### config.mk
export PLATFORM = sky130hd
export DESIGN_NAME = spin_glass_metropolis_update
export DESIGN_NICKNAME = d
export VERILOG_FILES = /design/src/hdl/sgmu_pkg.sv /design/src/hdl/spin_glass_metropolis_update.sv /design/src/hdl/sgmu_lattice.sv /design/src/hdl/sgmu_seq.sv
export SDC_FILE = /design/constraint.sdc
export NUM_CORES = 2
export LEC_CHECK = 0
export BUFFER_PORTS_ARGS = -buffer_cell sky130_fd_sc_hd__buf_2
export CORE_UTILIZATION = 31
export DETAILED_ROUTE_END_ITERATION = 6
export GPL_ROUTABILITY_DRIVEN = 0
export GPL_TIMING_DRIVEN = 0
export PLACE_DENSITY = 0.54
export SYNTH_ARGS = -nofsm -noshare
export SYNTH_HDL_FRONTEND = slang
export SYNTH_SLANG_ARGS = --single-unit
### constraint.sdc
create_clock -name clk -period 70.4 [get_ports clk]
set_clock_uncertainty 0.2 [all_clocks]
set_input_delay 3.52 -clock clk [delete_from_list [all_inputs] [get_ports clk]]
set_output_delay 3.52 -clock clk [all_outputs]
set_load 0.1 [all_outputs]
### src/hdl/sgmu_pkg.sv
`default_nettype none
package sgmu_pkg;

  // Lattice geometry
  localparam int SIDE    = 8;
  localparam int AREA    = SIDE * SIDE;
  localparam int NSITES  = AREA * SIDE;
  localparam int ADDR_W  = $clog2(NSITES);
  localparam int COORD_W = $clog2(SIDE);

  // Field widths
  localparam int SITE_W    = 9;
  localparam int VAL_W     = 16;
  localparam int CFG_IDX_W = 2;

  // Scan: the site itself, then six neighbors
  localparam int NBRS  = 6;
  localparam int CNT_W = 3;

  // Reciprocal constants for site / AREA and site / SIDE
  localparam int PROD_W  = 2 * SITE_W + 2;
  localparam int DIVA_SH = SITE_W + $clog2(AREA);
  localparam int DIVA_M  = (2 ** DIVA_SH + AREA - 1) / AREA;
  localparam int DIVS_SH = SITE_W + $clog2(SIDE);
  localparam int DIVS_M  = (2 ** DIVS_SH + SIDE - 1) / SIDE;

  localparam logic MODE_LOAD = 1'b0;

  typedef enum logic [CFG_IDX_W-1:0] {
    REG_ACCEPT_DE4  = 2'd0,
    REG_ACCEPT_DE8  = 2'd1,
    REG_ACCEPT_DE12 = 2'd2
  } cfg_reg_t;

  typedef struct packed {
    logic              mode;
    logic [SITE_W-1:0] site_index;
    logic              spin_in;
    logic              bond_in;
    logic [VAL_W-1:0]  random_value;
  } in_item_t;

  typedef struct packed {
    logic [SITE_W-1:0] site_out;
    logic              spin_out;
    logic              flipped;
  } out_item_t;

  typedef struct packed {
    logic [VAL_W-1:0] de4;
    logic [VAL_W-1:0] de8;
    logic [VAL_W-1:0] de12;
  } thresh_t;

  // Lattice word: {spin, bond}
  typedef struct packed {
    logic              we;
    logic [ADDR_W-1:0] waddr;
    logic [1:0]        wdata;
    logic [ADDR_W-1:0] raddr;
  } mem_req_t;

endpackage
`default_nettype wire

### src/hdl/spin_glass_metropolis_update.sv
`default_nettype none
// Metropolis single-site update on a periodic 3D spin glass of SIDE^3 sites, each
// holding a spin bit and a bond-sign bit in one single-port-read lattice memory.
// A load item (mode 0) writes the site, hands its result to the output register and
// goes back to idle. An update item (mode 1) splits the index into coordinates,
// streams the site and its six wrapped neighbors through the one lattice read port,
// does the threshold compare and write-back, hands the result to the output register
// and goes back to idle.
// Both stretch while the output register is full and not drained. The output
// register lets the next item start while a result waits. Every item yields exactly
// one result; a site index beyond the lattice returns spin 0 and no flip. Thresholds
// are written over the cfg port (index 0: dE=4, 1: dE=8, 2: dE=12) and should change
// only when idle.
module spin_glass_metropolis_update
  import sgmu_pkg::*;
(
  input  logic                 clk,
  input  logic                 rst,
  input  logic                 in_valid,
  output logic                 in_ready,
  input  in_item_t             in_data,
  output logic                 out_valid,
  input  logic                 out_ready,
  output out_item_t            out_data,
  input  logic                 cfg_valid,
  output logic                 cfg_ready,
  input  logic [CFG_IDX_W-1:0] cfg_index,
  input  logic [VAL_W-1:0]     cfg_data
);

  thresh_t   thr;
  mem_req_t  mem_req;
  logic [1:0] rd_data;
  logic      seq_idle;
  logic      res_valid;
  out_item_t res;
  logic      res_take;

  assign cfg_ready = 1'b1;
  assign in_ready  = seq_idle;
  assign res_take  = res_valid && (!out_valid || out_ready);

  always_ff @(posedge clk) begin
    if (rst) begin
      thr <= '0;
    end else if (cfg_valid) begin
      case (cfg_index)
        REG_ACCEPT_DE4:  thr.de4  <= cfg_data;
        REG_ACCEPT_DE8:  thr.de8  <= cfg_data;
        REG_ACCEPT_DE12: thr.de12 <= cfg_data;
        default: ;
      endcase
    end
  end

  always_ff @(posedge clk) begin
    if (rst) begin
      out_valid <= 1'b0;
    end else if (res_take) begin
      out_valid <= 1'b1;
    end else if (out_ready) begin
      out_valid <= 1'b0;
    end
  end

  always_ff @(posedge clk) begin
    if (res_take) begin
      out_data <= res;
    end
  end

  sgmu_seq u_seq (
    .clk       (clk),
    .rst       (rst),
    .start     (in_valid && seq_idle),
    .item      (in_data),
    .thr       (thr),
    .ack       (res_take),
    .idle      (seq_idle),
    .res_valid (res_valid),
    .res       (res),
    .mem_req   (mem_req),
    .rd_data   (rd_data)
  );

  sgmu_lattice u_lattice (
    .clk     (clk),
    .req     (mem_req),
    .rd_data (rd_data)
  );

endmodule
`default_nettype wire

### src/hdl/sgmu_lattice.sv
`default_nettype none
module sgmu_lattice
  import sgmu_pkg::*;
(
  input  logic       clk,
  input  mem_req_t   req,
  output logic [1:0] rd_data
);

  logic [1:0] mem [NSITES];

  always_ff @(posedge clk) begin
    if (req.we) begin
      mem[req.waddr] <= req.wdata;
    end
    rd_data <= mem[req.raddr];
  end

endmodule
`default_nettype wire

### src/hdl/sgmu_seq.sv
`default_nettype none
module sgmu_seq
  import sgmu_pkg::*;
(
  input  logic       clk,
  input  logic       rst,
  input  logic       start,
  input  in_item_t   item,
  input  thresh_t    thr,
  input  logic       ack,
  output logic       idle,
  output logic       res_valid,
  output out_item_t  res,
  output mem_req_t   mem_req,
  input  logic [1:0] rd_data
);

  typedef enum logic [4:0] {
    S_IDLE   = 5'b00001,
    S_DECODE = 5'b00010,
    S_SCAN   = 5'b00100,
    S_DECIDE = 5'b01000,
    S_DONE   = 5'b10000
  } state_t;

  localparam logic [CNT_W-1:0] LAST_STEP  = CNT_W'(NBRS + 1);
  localparam logic [CNT_W-1:0] FREE_MAX   = CNT_W'(3);
  localparam logic [CNT_W-1:0] AGREE_DE4  = CNT_W'(4);
  localparam logic [CNT_W-1:0] AGREE_DE8  = CNT_W'(5);

  state_t             state, state_next;
  logic [CNT_W-1:0]   step, step_next;
  logic [CNT_W-1:0]   agree, agree_next;
  logic               own_spin, own_spin_next;
  logic               own_bond, own_bond_next;
  logic [SITE_W-1:0]  site, site_next;
  logic [VAL_W-1:0]   rnd, rnd_next;
  logic [COORD_W-1:0] x, x_next;
  logic [COORD_W-1:0] y, y_next;
  logic [COORD_W-1:0] z, z_next;
  out_item_t          res_next;

  logic [PROD_W-1:0]  prod_a, prod_s;
  logic [SITE_W-1:0]  q_side;
  logic [COORD_W-1:0] xn, yn, zn;
  logic [ADDR_W-1:0]  nbr_addr;
  logic [ADDR_W-1:0]  site_addr;
  logic [VAL_W-1:0]   th;
  logic               accept;
  logic               site_ok;

  function automatic logic [COORD_W-1:0] wrap_dec(input logic [COORD_W-1:0] c);
    logic [COORD_W-1:0] r;
    if (c == '0) r = COORD_W'(SIDE - 1);
    else         r = c - 1'b1;
    return r;
  endfunction

  function automatic logic [COORD_W-1:0] wrap_inc(input logic [COORD_W-1:0] c);
    logic [COORD_W-1:0] r;
    if (c == COORD_W'(SIDE - 1)) r = '0;
    else                         r = c + 1'b1;
    return r;
  endfunction

  // Split the linear index by reciprocal multiplication
  assign prod_a = PROD_W'(site) * PROD_W'(DIVA_M);
  assign prod_s = PROD_W'(site) * PROD_W'(DIVS_M);
  assign q_side = SITE_W'(prod_s >> DIVS_SH);

  assign site_ok   = int'(item.site_index) < NSITES;
  assign site_addr = ADDR_W'(site);

  // Neighbor picked by scan step; step 0 reads the site itself
  always_comb begin
    xn = x;
    yn = y;
    zn = z;
    case (step)
      3'd1:    xn = wrap_dec(x);
      3'd2:    xn = wrap_inc(x);
      3'd3:    yn = wrap_dec(y);
      3'd4:    yn = wrap_inc(y);
      3'd5:    zn = wrap_dec(z);
      3'd6:    zn = wrap_inc(z);
      default: ;
    endcase
  end

  assign nbr_addr = ADDR_W'(int'(xn) * AREA + int'(yn) * SIDE + int'(zn));

  // Shared threshold compare; dE = 4 * agree - 12
  always_comb begin
    case (agree)
      AGREE_DE4: th = thr.de4;
      AGREE_DE8: th = thr.de8;
      default:   th = thr.de12;
    endcase
  end

  assign accept = (agree <= FREE_MAX) || (rnd < th);

  always_comb begin
    state_next    = state;
    step_next     = step;
    agree_next    = agree;
    own_spin_next = own_spin;
    own_bond_next = own_bond;
    site_next     = site;
    rnd_next      = rnd;
    x_next        = x;
    y_next        = y;
    z_next        = z;
    res_next      = res;
    mem_req       = '0;
    mem_req.raddr = nbr_addr;

    unique case (state)
      S_IDLE: begin
        if (start) begin
          site_next         = item.site_index;
          rnd_next          = item.random_value;
          res_next.site_out = item.site_index;
          res_next.spin_out = 1'b0;
          res_next.flipped  = 1'b0;
          if (!site_ok) begin
            state_next = S_DONE;
          end else if (item.mode == MODE_LOAD) begin
            mem_req.we        = 1'b1;
            mem_req.waddr     = ADDR_W'(item.site_index);
            mem_req.wdata     = {item.spin_in, item.bond_in};
            res_next.spin_out = item.spin_in;
            state_next        = S_DONE;
          end else begin
            state_next = S_DECODE;
          end
        end
      end
      S_DECODE: begin
        x_next     = COORD_W'(prod_a >> DIVA_SH);
        y_next     = COORD_W'(q_side - SITE_W'(int'(COORD_W'(prod_a >> DIVA_SH)) * SIDE));
        z_next     = COORD_W'(site - SITE_W'(int'(q_side) * SIDE));
        step_next  = '0;
        agree_next = '0;
        state_next = S_SCAN;
      end
      S_SCAN: begin
        mem_req.raddr = (step == '0) ? site_addr : nbr_addr;
        step_next     = step + 1'b1;
        // Read data is registered and belongs to the previous step's address
        if (step == 3'd1) begin
          own_spin_next = rd_data[1];
          own_bond_next = rd_data[0];
        end else if (step != '0 && ((rd_data[1] ~^ rd_data[0]) == own_spin)) begin
          agree_next = agree + 1'b1;
        end
        if (step == LAST_STEP) begin
          state_next = S_DECIDE;
        end
      end
      S_DECIDE: begin
        if (accept) begin
          mem_req.we    = 1'b1;
          mem_req.waddr = site_addr;
          mem_req.wdata = {~own_spin, own_bond};
        end
        res_next.spin_out = own_spin ^ accept;
        res_next.flipped  = accept;
        state_next        = S_DONE;
      end
      S_DONE: begin
        if (ack) begin
          state_next = S_IDLE;
        end
      end
      default: state_next = S_IDLE;
    endcase
  end

  always_ff @(posedge clk) begin
    if (rst) begin
      state <= S_IDLE;
      step  <= '0;
      agree <= '0;
    end else begin
      state <= state_next;
      step  <= step_next;
      agree <= agree_next;
    end
  end

  always_ff @(posedge clk) begin
    own_spin <= own_spin_next;
    own_bond <= own_bond_next;
    site     <= site_next;
    rnd      <= rnd_next;
    x        <= x_next;
    y        <= y_next;
    z        <= z_next;
    res      <= res_next;
  end

  assign idle      = (state == S_IDLE);
  assign res_valid = (state == S_DONE);

  a_decide_after_scan: assert property (@(posedge clk) disable iff (rst)
    state == S_DECIDE |-> $past(state) == S_SCAN && $past(step) == LAST_STEP)
    else $error("decision without a full neighbor scan");

  a_no_write_in_scan: assert property (@(posedge clk) disable iff (rst)
    state == S_SCAN |-> !mem_req.we)
    else $error("lattice write during scan");

  a_flip_reported: assert property (@(posedge clk) disable iff (rst)
    (state == S_DECIDE && mem_req.we) |=> state == S_DONE && res.flipped)
    else $error("flip written but not reported");

  a_result_held: assert property (@(posedge clk) disable iff (rst)
    (state == S_DONE && !ack) |=> state == S_DONE && $stable(res))
    else $error("pending result lost");

endmodule
`default_nettype wire
======== Yosys cells after proc, flatten, opt, wreduce, memory -nomap -nowiden ========
Memory sizes are Yosys's and may differ from the RTL's. A register that Yosys moved wholly into a read port is not among the register bits.
Cells that the tools add are included.
word-level totals
  register bits after elaboration ......... 109
  bits in latches ......................... 0
  bits in writable memories ............... 1024
  ROM bits ................................ 0
  bits of input ports ..................... 51
  output and inout port bits .............. 14
  logic and storage cells ................. 117
  memories ................................ 1
memory list
  memory         words  bits a word  rd ports  clocked after memory_dff  write ports  line                source
  u_lattice.mem  512    2            1         1                         1            sgmu_lattice.sv:10  logic [1:0] mem [NSITES];
operators by class
  add/sub/neg operators ................... 12
  multipliers ............................. 0
  div/mod/pow operators ................... 0
  $lt $le $gt $ge ......................... 2
  equal/unequal tests ..................... 25
  shift operators ......................... 0
  muxes and demuxes ....................... 32
  bitwise logic cells ..................... 3
  reductions and logical operators ........ 23
operators by type and width
  operator                                                             count
  12-bit 2-to-1 mux                                                    3
  16-bit case mux with 2 select lines                                  1
  3-bit case mux with 2 select lines                                   5
  3-bit == test (second input constant)                                9
  5-bit case mux with 5 select lines                                   1
  3-bit 2-to-1 mux                                                     8
  12-bit case mux with 2 select lines                                  1
  5-bit 2-to-1 mux                                                     4
  9-bit 2-to-1 mux                                                     2
  16-bit less-than comparator                                          1
  3-bit by 1-bit adder with 3-bit output (second input constant)       5
  3-bit by 1-bit subtractor with 3-bit output (second input constant)  5
  3-bit zero test                                                      4
  2-bit AND reduction                                                  6
  9-bit by 4-bit adder with 9-bit output                               1
  9-bit by 6-bit adder with 9-bit output                               1
  2-bit by 1-bit != test with 1-bit output (second input constant)     4
  3-bit by 2-bit == test with 1-bit output (second input constant)     2
  3-bit AND reduction                                                  2
  2-bit nonzero test                                                   3
  5-bit by 1-bit == test with 1-bit output (second input constant)     1
  5-bit by 2-bit == test with 1-bit output (second input constant)     1
  5-bit by 3-bit == test with 1-bit output (second input constant)     1
  5-bit by 4-bit == test with 1-bit output (second input constant)     1
  other kinds (18)                                                     25

======== Longest topological paths before layout ========
  word-level depth ........................ 8
  mapped depth ............................ 20
  mapped depth without buffers ............ 16

======== Modules after synthesis ========
A second synthesis with hierarchy kept.
second synthesis, totals
  cells, all modules ...................... 3134
  area, all modules ....................... 47888.4 sq um
by module, submodules not included
  module                        times used  cells each  area each (sq um)  sequential area each (sq um)
  sgmu_lattice                  1           2608        42314.3            30789.5
  sgmu_seq                      1           331         3240.6             1361.3
  spin_glass_metropolis_update  1           195         2333.5             1311.3

======== Worst setup path before layout ========
Ideal clock, no wire load.
  path kind ............................... input port to flip-flop
  start ................................... in in_valid
  end ..................................... mem u_lattice.mem[0][1], data pin
  setup time .............................. 4.167 ns
  data arrival time ....................... 23.458 ns
  data required time ...................... 66.033 ns
  slack ................................... 42.576 ns
  cell stages on the path ................. 2
  path buffers ............................ 0
  path through ............................ nand2_1 o21ai_0
RTL lines
  what                line                                source
  start: declaration  spin_glass_metropolis_update.sv:19  input logic in_valid,
  end: declaration    sgmu_lattice.sv:10

======== Worst setup path in the final report ========
  start ................................... reg u_seq.step[0]
  end ..................................... reg u_lattice.rd_data[1], read port of u_lattice.mem
between the ends
  cells in the longest elaborated chain, start to end .. 6
  elaborated cells between the ends (all ways) .. 14
  classes of those cells .................. add/sub (2); eq/ne (6); mux (5); reduce/logical (1)
ends and longest elaborated chain
  what                                    line               source
  start: declaration                      sgmu_seq.sv:32     logic [CNT_W-1:0] step, step_next;
  start signal: assignment                sgmu_seq.sv:187    step <= step_next;
  3-bit == test (tied with other cells)   sgmu_seq.sv:79     case (step)
  3-bit case mux with 2 select lines      sgmu_seq.sv:79
  9-bit by 6-bit adder with 9-bit output  sgmu_seq.sv:90     assign nbr_addr = ADDR_W'(int'(xn) * AREA + int'(yn) * SIDE + int'(zn));
  9-bit by 4-bit adder with 9-bit output  sgmu_seq.sv:90
  9-bit 2-to-1 mux                        sgmu_seq.sv:148    mem_req.raddr = (step == '0) ? site_addr : nbr_addr;
  9-bit 2-to-1 mux (*)                    sgmu_seq.sv:118    unique case (state)
  end: declaration                        sgmu_lattice.sv:7  output logic [1:0] rd_data
Every way passes the cells marked *; elsewhere a longest branch is shown, timed or not.
A chain may end at the register's enable or synchronous reset.

==> results.md <==
* Layout area overhead at 15.4%
* Total of max-cap violations at 13
* CTS max path bufs at 3
* Yosys reg bits at ~1.1k
* Critical path data arrival time at just under 8000 ps
* Remaining DRCs at 2
* CTS sink count at around 1.1k
* Final Hold Viols at 0
* Synth Instances at about 4.1k
* DR vias at between 30k and 40k
* Hpwl dp at approximately 140,000 µm
* Ys flop type: edfxtp_1
* Boundary Pins at between 60 and 70
* CTS tree: done
* Initial antenna violation count at 20
* Synth Warn # at 0
* Starting Density at between 30% and 40%
* Worst vdd ir at between 20 and 25 µV
* Footprint of the multi-input gates at 0.0133 mm²
* Distinct cells, synth at 76
* CP endpoint kind: flip-flop
* Drt wl/cell at 33.9 µm
* Avg Cell Area, Syn at approximately 12 µm²
* Clk slew on worst S/H paths at approximately 70 ps
* Final core occ at 36.1%
* CP Max Fanout at 10
* CTS buffer count at ~120
* Max Slew Vio Count at ~120
* Flop2flop setup slack at ~63,000 ps
* Nets at ~4.4k
* DRT Pass-1 Iters at 7
* Post-route cell area at around 0.056 mm²
* Vias per cell at 5.93
* Outcome: finished with violations
* Setup ws final at roughly 63,000 ps
* Critical path type: reg2reg
* Period utilization at a little over a tenth
* Leakage Power at approximately 19 nW
* CORE AREA at approximately 0.15 mm²
* Worst slew margin at -11.2%
* Final min period at 7340 ps
* RSZ-0062 raised after global routing: no
* Mapped cell area at between 0.04 and 0.05 mm²
* Hold crit path type: reg2reg
* Ys async rst share at 0%
* Syn nets at 4,148
* Worst-Margin Slew at 1670 ps
* Rows at ~140
* # setup viols final at 0
* Failing checks: design-rule violations, max-capacitance violations, max-slew violations
* Share of cells above drive strength 1 at between 10 and 15%
* Post-CTS Resized at 0
* Die H at just under 400 µm
* Root Buffer: clkbuf_16
* Port Buf Inserts at 63
* Placed instance area at 0.0518 mm²
* GRT overflow at 0
* Seq. cell area at 0.0335 mm²
* Post-synth EDFFs at ~1.1k
* Worst setup SP type: flip-flop
* Final TNS setup at 0 ps
* Die Width at roughly 400 µm
* Routed Antenna Nets at 0
* First-pass GRT wire length at 292,000 µm
* H-tree depth at 3
* Seq/Total Area, Yosys at just under 70%
* Fmax at 136 MHz
* Vias in the first global route at 35.2k
* P per Cell Area at around 26 mW/mm²
* Total die area at roughly 0.16 mm²
* DR iter-0 viols at approximately 7.2k
* Worst slack at placement at around 62,000 ps
* Cts hold-fix bufs at 0
* Worst path required time at 70,800 ps
* Post-CTS setup repair buffer count at 0
* Largest net degree at the start of global routing at between 90 and 100
* Filler instances at approximately 15k
* Skew-Pair Late Insertion Delay at between 700 and 800 ps
* GRT Util Overall at 27.1%
* Drt total wl at 218,000 µm
==> layout by cell type, fill, tap and decap left out, types with 8 or more instances in the layout <==
cell type and instances:
a21oi_1 168, a22o_1 19, a22oi_1 10, a311oi_1 52
a31oi_1 51, a32o_1 12, and2_1 9, and3_1 59
buf_1 13, buf_12 12, buf_16 12, buf_2 152
buf_4 32, buf_6 25, bufinv_16 13, clkbuf_1 136
clkbuf_16 117, clkbuf_2 13, clkinv_1 36, clkinv_2 20
dfxtp_1 62, diode_2 17, edfxtp_1 1073, ha_1 38
inv_1 21, mux2i_1 129, nand2_1 946, nand2b_1 12
nand3_1 263, nand4_1 22, nor2_1 547, nor3_1 40
nor4_1 24, o211ai_1 13, o21ai_0 29, o221ai_1 13
o22ai_1 40, or4_1 8
==> cell usage after synthesis (3+ instances only) <==
cell / n / area (µm²)
dfxtp_1: 62 / 1240
mux2i_1: 129 / 1290
buf_4: 31 / 233
a31oi_1: 51 / 319
nand2b_1: 12 / 75.1
nand3b_1: 7 / 52.6
o21ai_0: 30 / 150
or4_1: 8 / 60.1
buf_6: 24 / 270
o221ai_1: 13 / 114
nor2b_1: 5 / 31.3
buf_1: 15 / 56.3
nor4_1: 24 / 150
o22ai_1: 41 / 257
buf_2: 87 / 435
or2_2: 5 / 31.3
a22oi_1: 10 / 75.1
nor3_1: 40 / 200
nand3_1: 263 / 1320
nor2_1: 547 / 2050
o211ai_1: 13 / 97.6
or3_1: 4 / 25.0
and3_1: 59 / 369
o21a_1: 6 / 45.0
nand4_1: 22 / 138
a31oi_2: 3 / 37.5
o311ai_1: 3 / 26.3
inv_1: 21 / 78.8
nand4b_1: 3 / 26.3
nand2_1: 946 / 3550
a22o_1: 20 / 175
a21o_1: 7 / 52.6
a21oi_1: 169 / 846
a32oi_1: 7 / 61.3
a32o_1: 12 / 120
and2_1: 9 / 56.3
nor3b_1: 5 / 37.5
a311oi_1: 52 / 455
o21ai_1: 5 / 25.0
ha_1: 38 / 475
edfxtp_1: 1073 / 32200
clkbuf_1: 131 / 492
==> kinds of logic (layout without fill, tap and decap cells) <==
group / count (synthesis) / after routing / share of synthesized area [%]
multiplexers: 129 / 129 / 2.67
adder cells (fa/ha/maj): 38 / 38 / 0.985
XOR/XNOR: 2 / 2 / 0.0363
AND/OR/NAND/NOR: 1972 / 1972 / 17.2
buffers and inverters: 310 / 618 / 3.25
AO/OA/AOI/OAI: 472 / 472 / 6.55
other: 1 / 18 / 0.00777
flip-flops: 1135 / 1135 / 69.3
==> per-stage QoR <==
step	hold slack [ps]	power, mW	std cells
floorplan	200	0.794	4059
global route	242	1.46	6412
finish	220	1.44	6428
global placement	202	0.834	6166
CTS	219	1.43	6410
detailed placement	205	0.817	6195
==> final timing paths <==
path         cells past startpoint              endpoint          start
max reg2reg                     15  u_lattice.rd_data[1]  u_seq.step[0]
max                             15  u_lattice.rd_data[1]  u_seq.step[0]
min reg2reg                      0           out_data[0]   u_seq.res[0]
min                              0           out_data[0]   u_seq.res[0]
==> worst max-delay path, cell delays in order, from the launching register on <==
cell and delay [ps]:
dfxtp_1 350, inv_1 100, ha_1 260, nand4bb_1 330
nor3_1 410, a31o_2 170, buf_2 280, buf_2 470
buf_2 650, buf_1 1180, clkbuf_1 870, o21ai_0 220
nand3_1 230, a21oi_1 80, nor3_1 790, and4_1 590
==> power breakdown <==
part,internal (mW),switching [mW],leakage [nW]
Clock,0.353,0.281,1.85
Sequential,0.741,0.00246,10.4
Combinational,0.0133,0.0482,6.40
Total,1.11,0.331,18.6
==> flip-flops by register name, summed over array words and instances (netlist names), 5 cells and up <==
| name | cells |
|---|---|
| u_seq.state | 5 |
| u_seq.res | 11 |
| thr | 48 |
| u_lattice.mem | 1024 |
| u_seq.rnd | 16 |
| out_data | 11 |
==> layer usage <==
metal	up-vias	share of wire, %	GRT usage [%]
met2	3299	42	39.2
met4	12	7.7	18.5
met5	-	0.064	0.339
li1	15200	-	-
met1	18900	36	34.3
met3	739	15	8.80
==> cell type report <==
cell class,count,area share (%)
inverter,22,0.148
clock inverter,79,1.37
multi-input combinational,2614,23.9
timing repair buffer,93,1.73
sequential,1135,60.1
antenna,17,0.0764
buffer,288,2.70
clock buffer,136,5.40
tap,2044,4.59
Power figures use the tool's default switching activity.
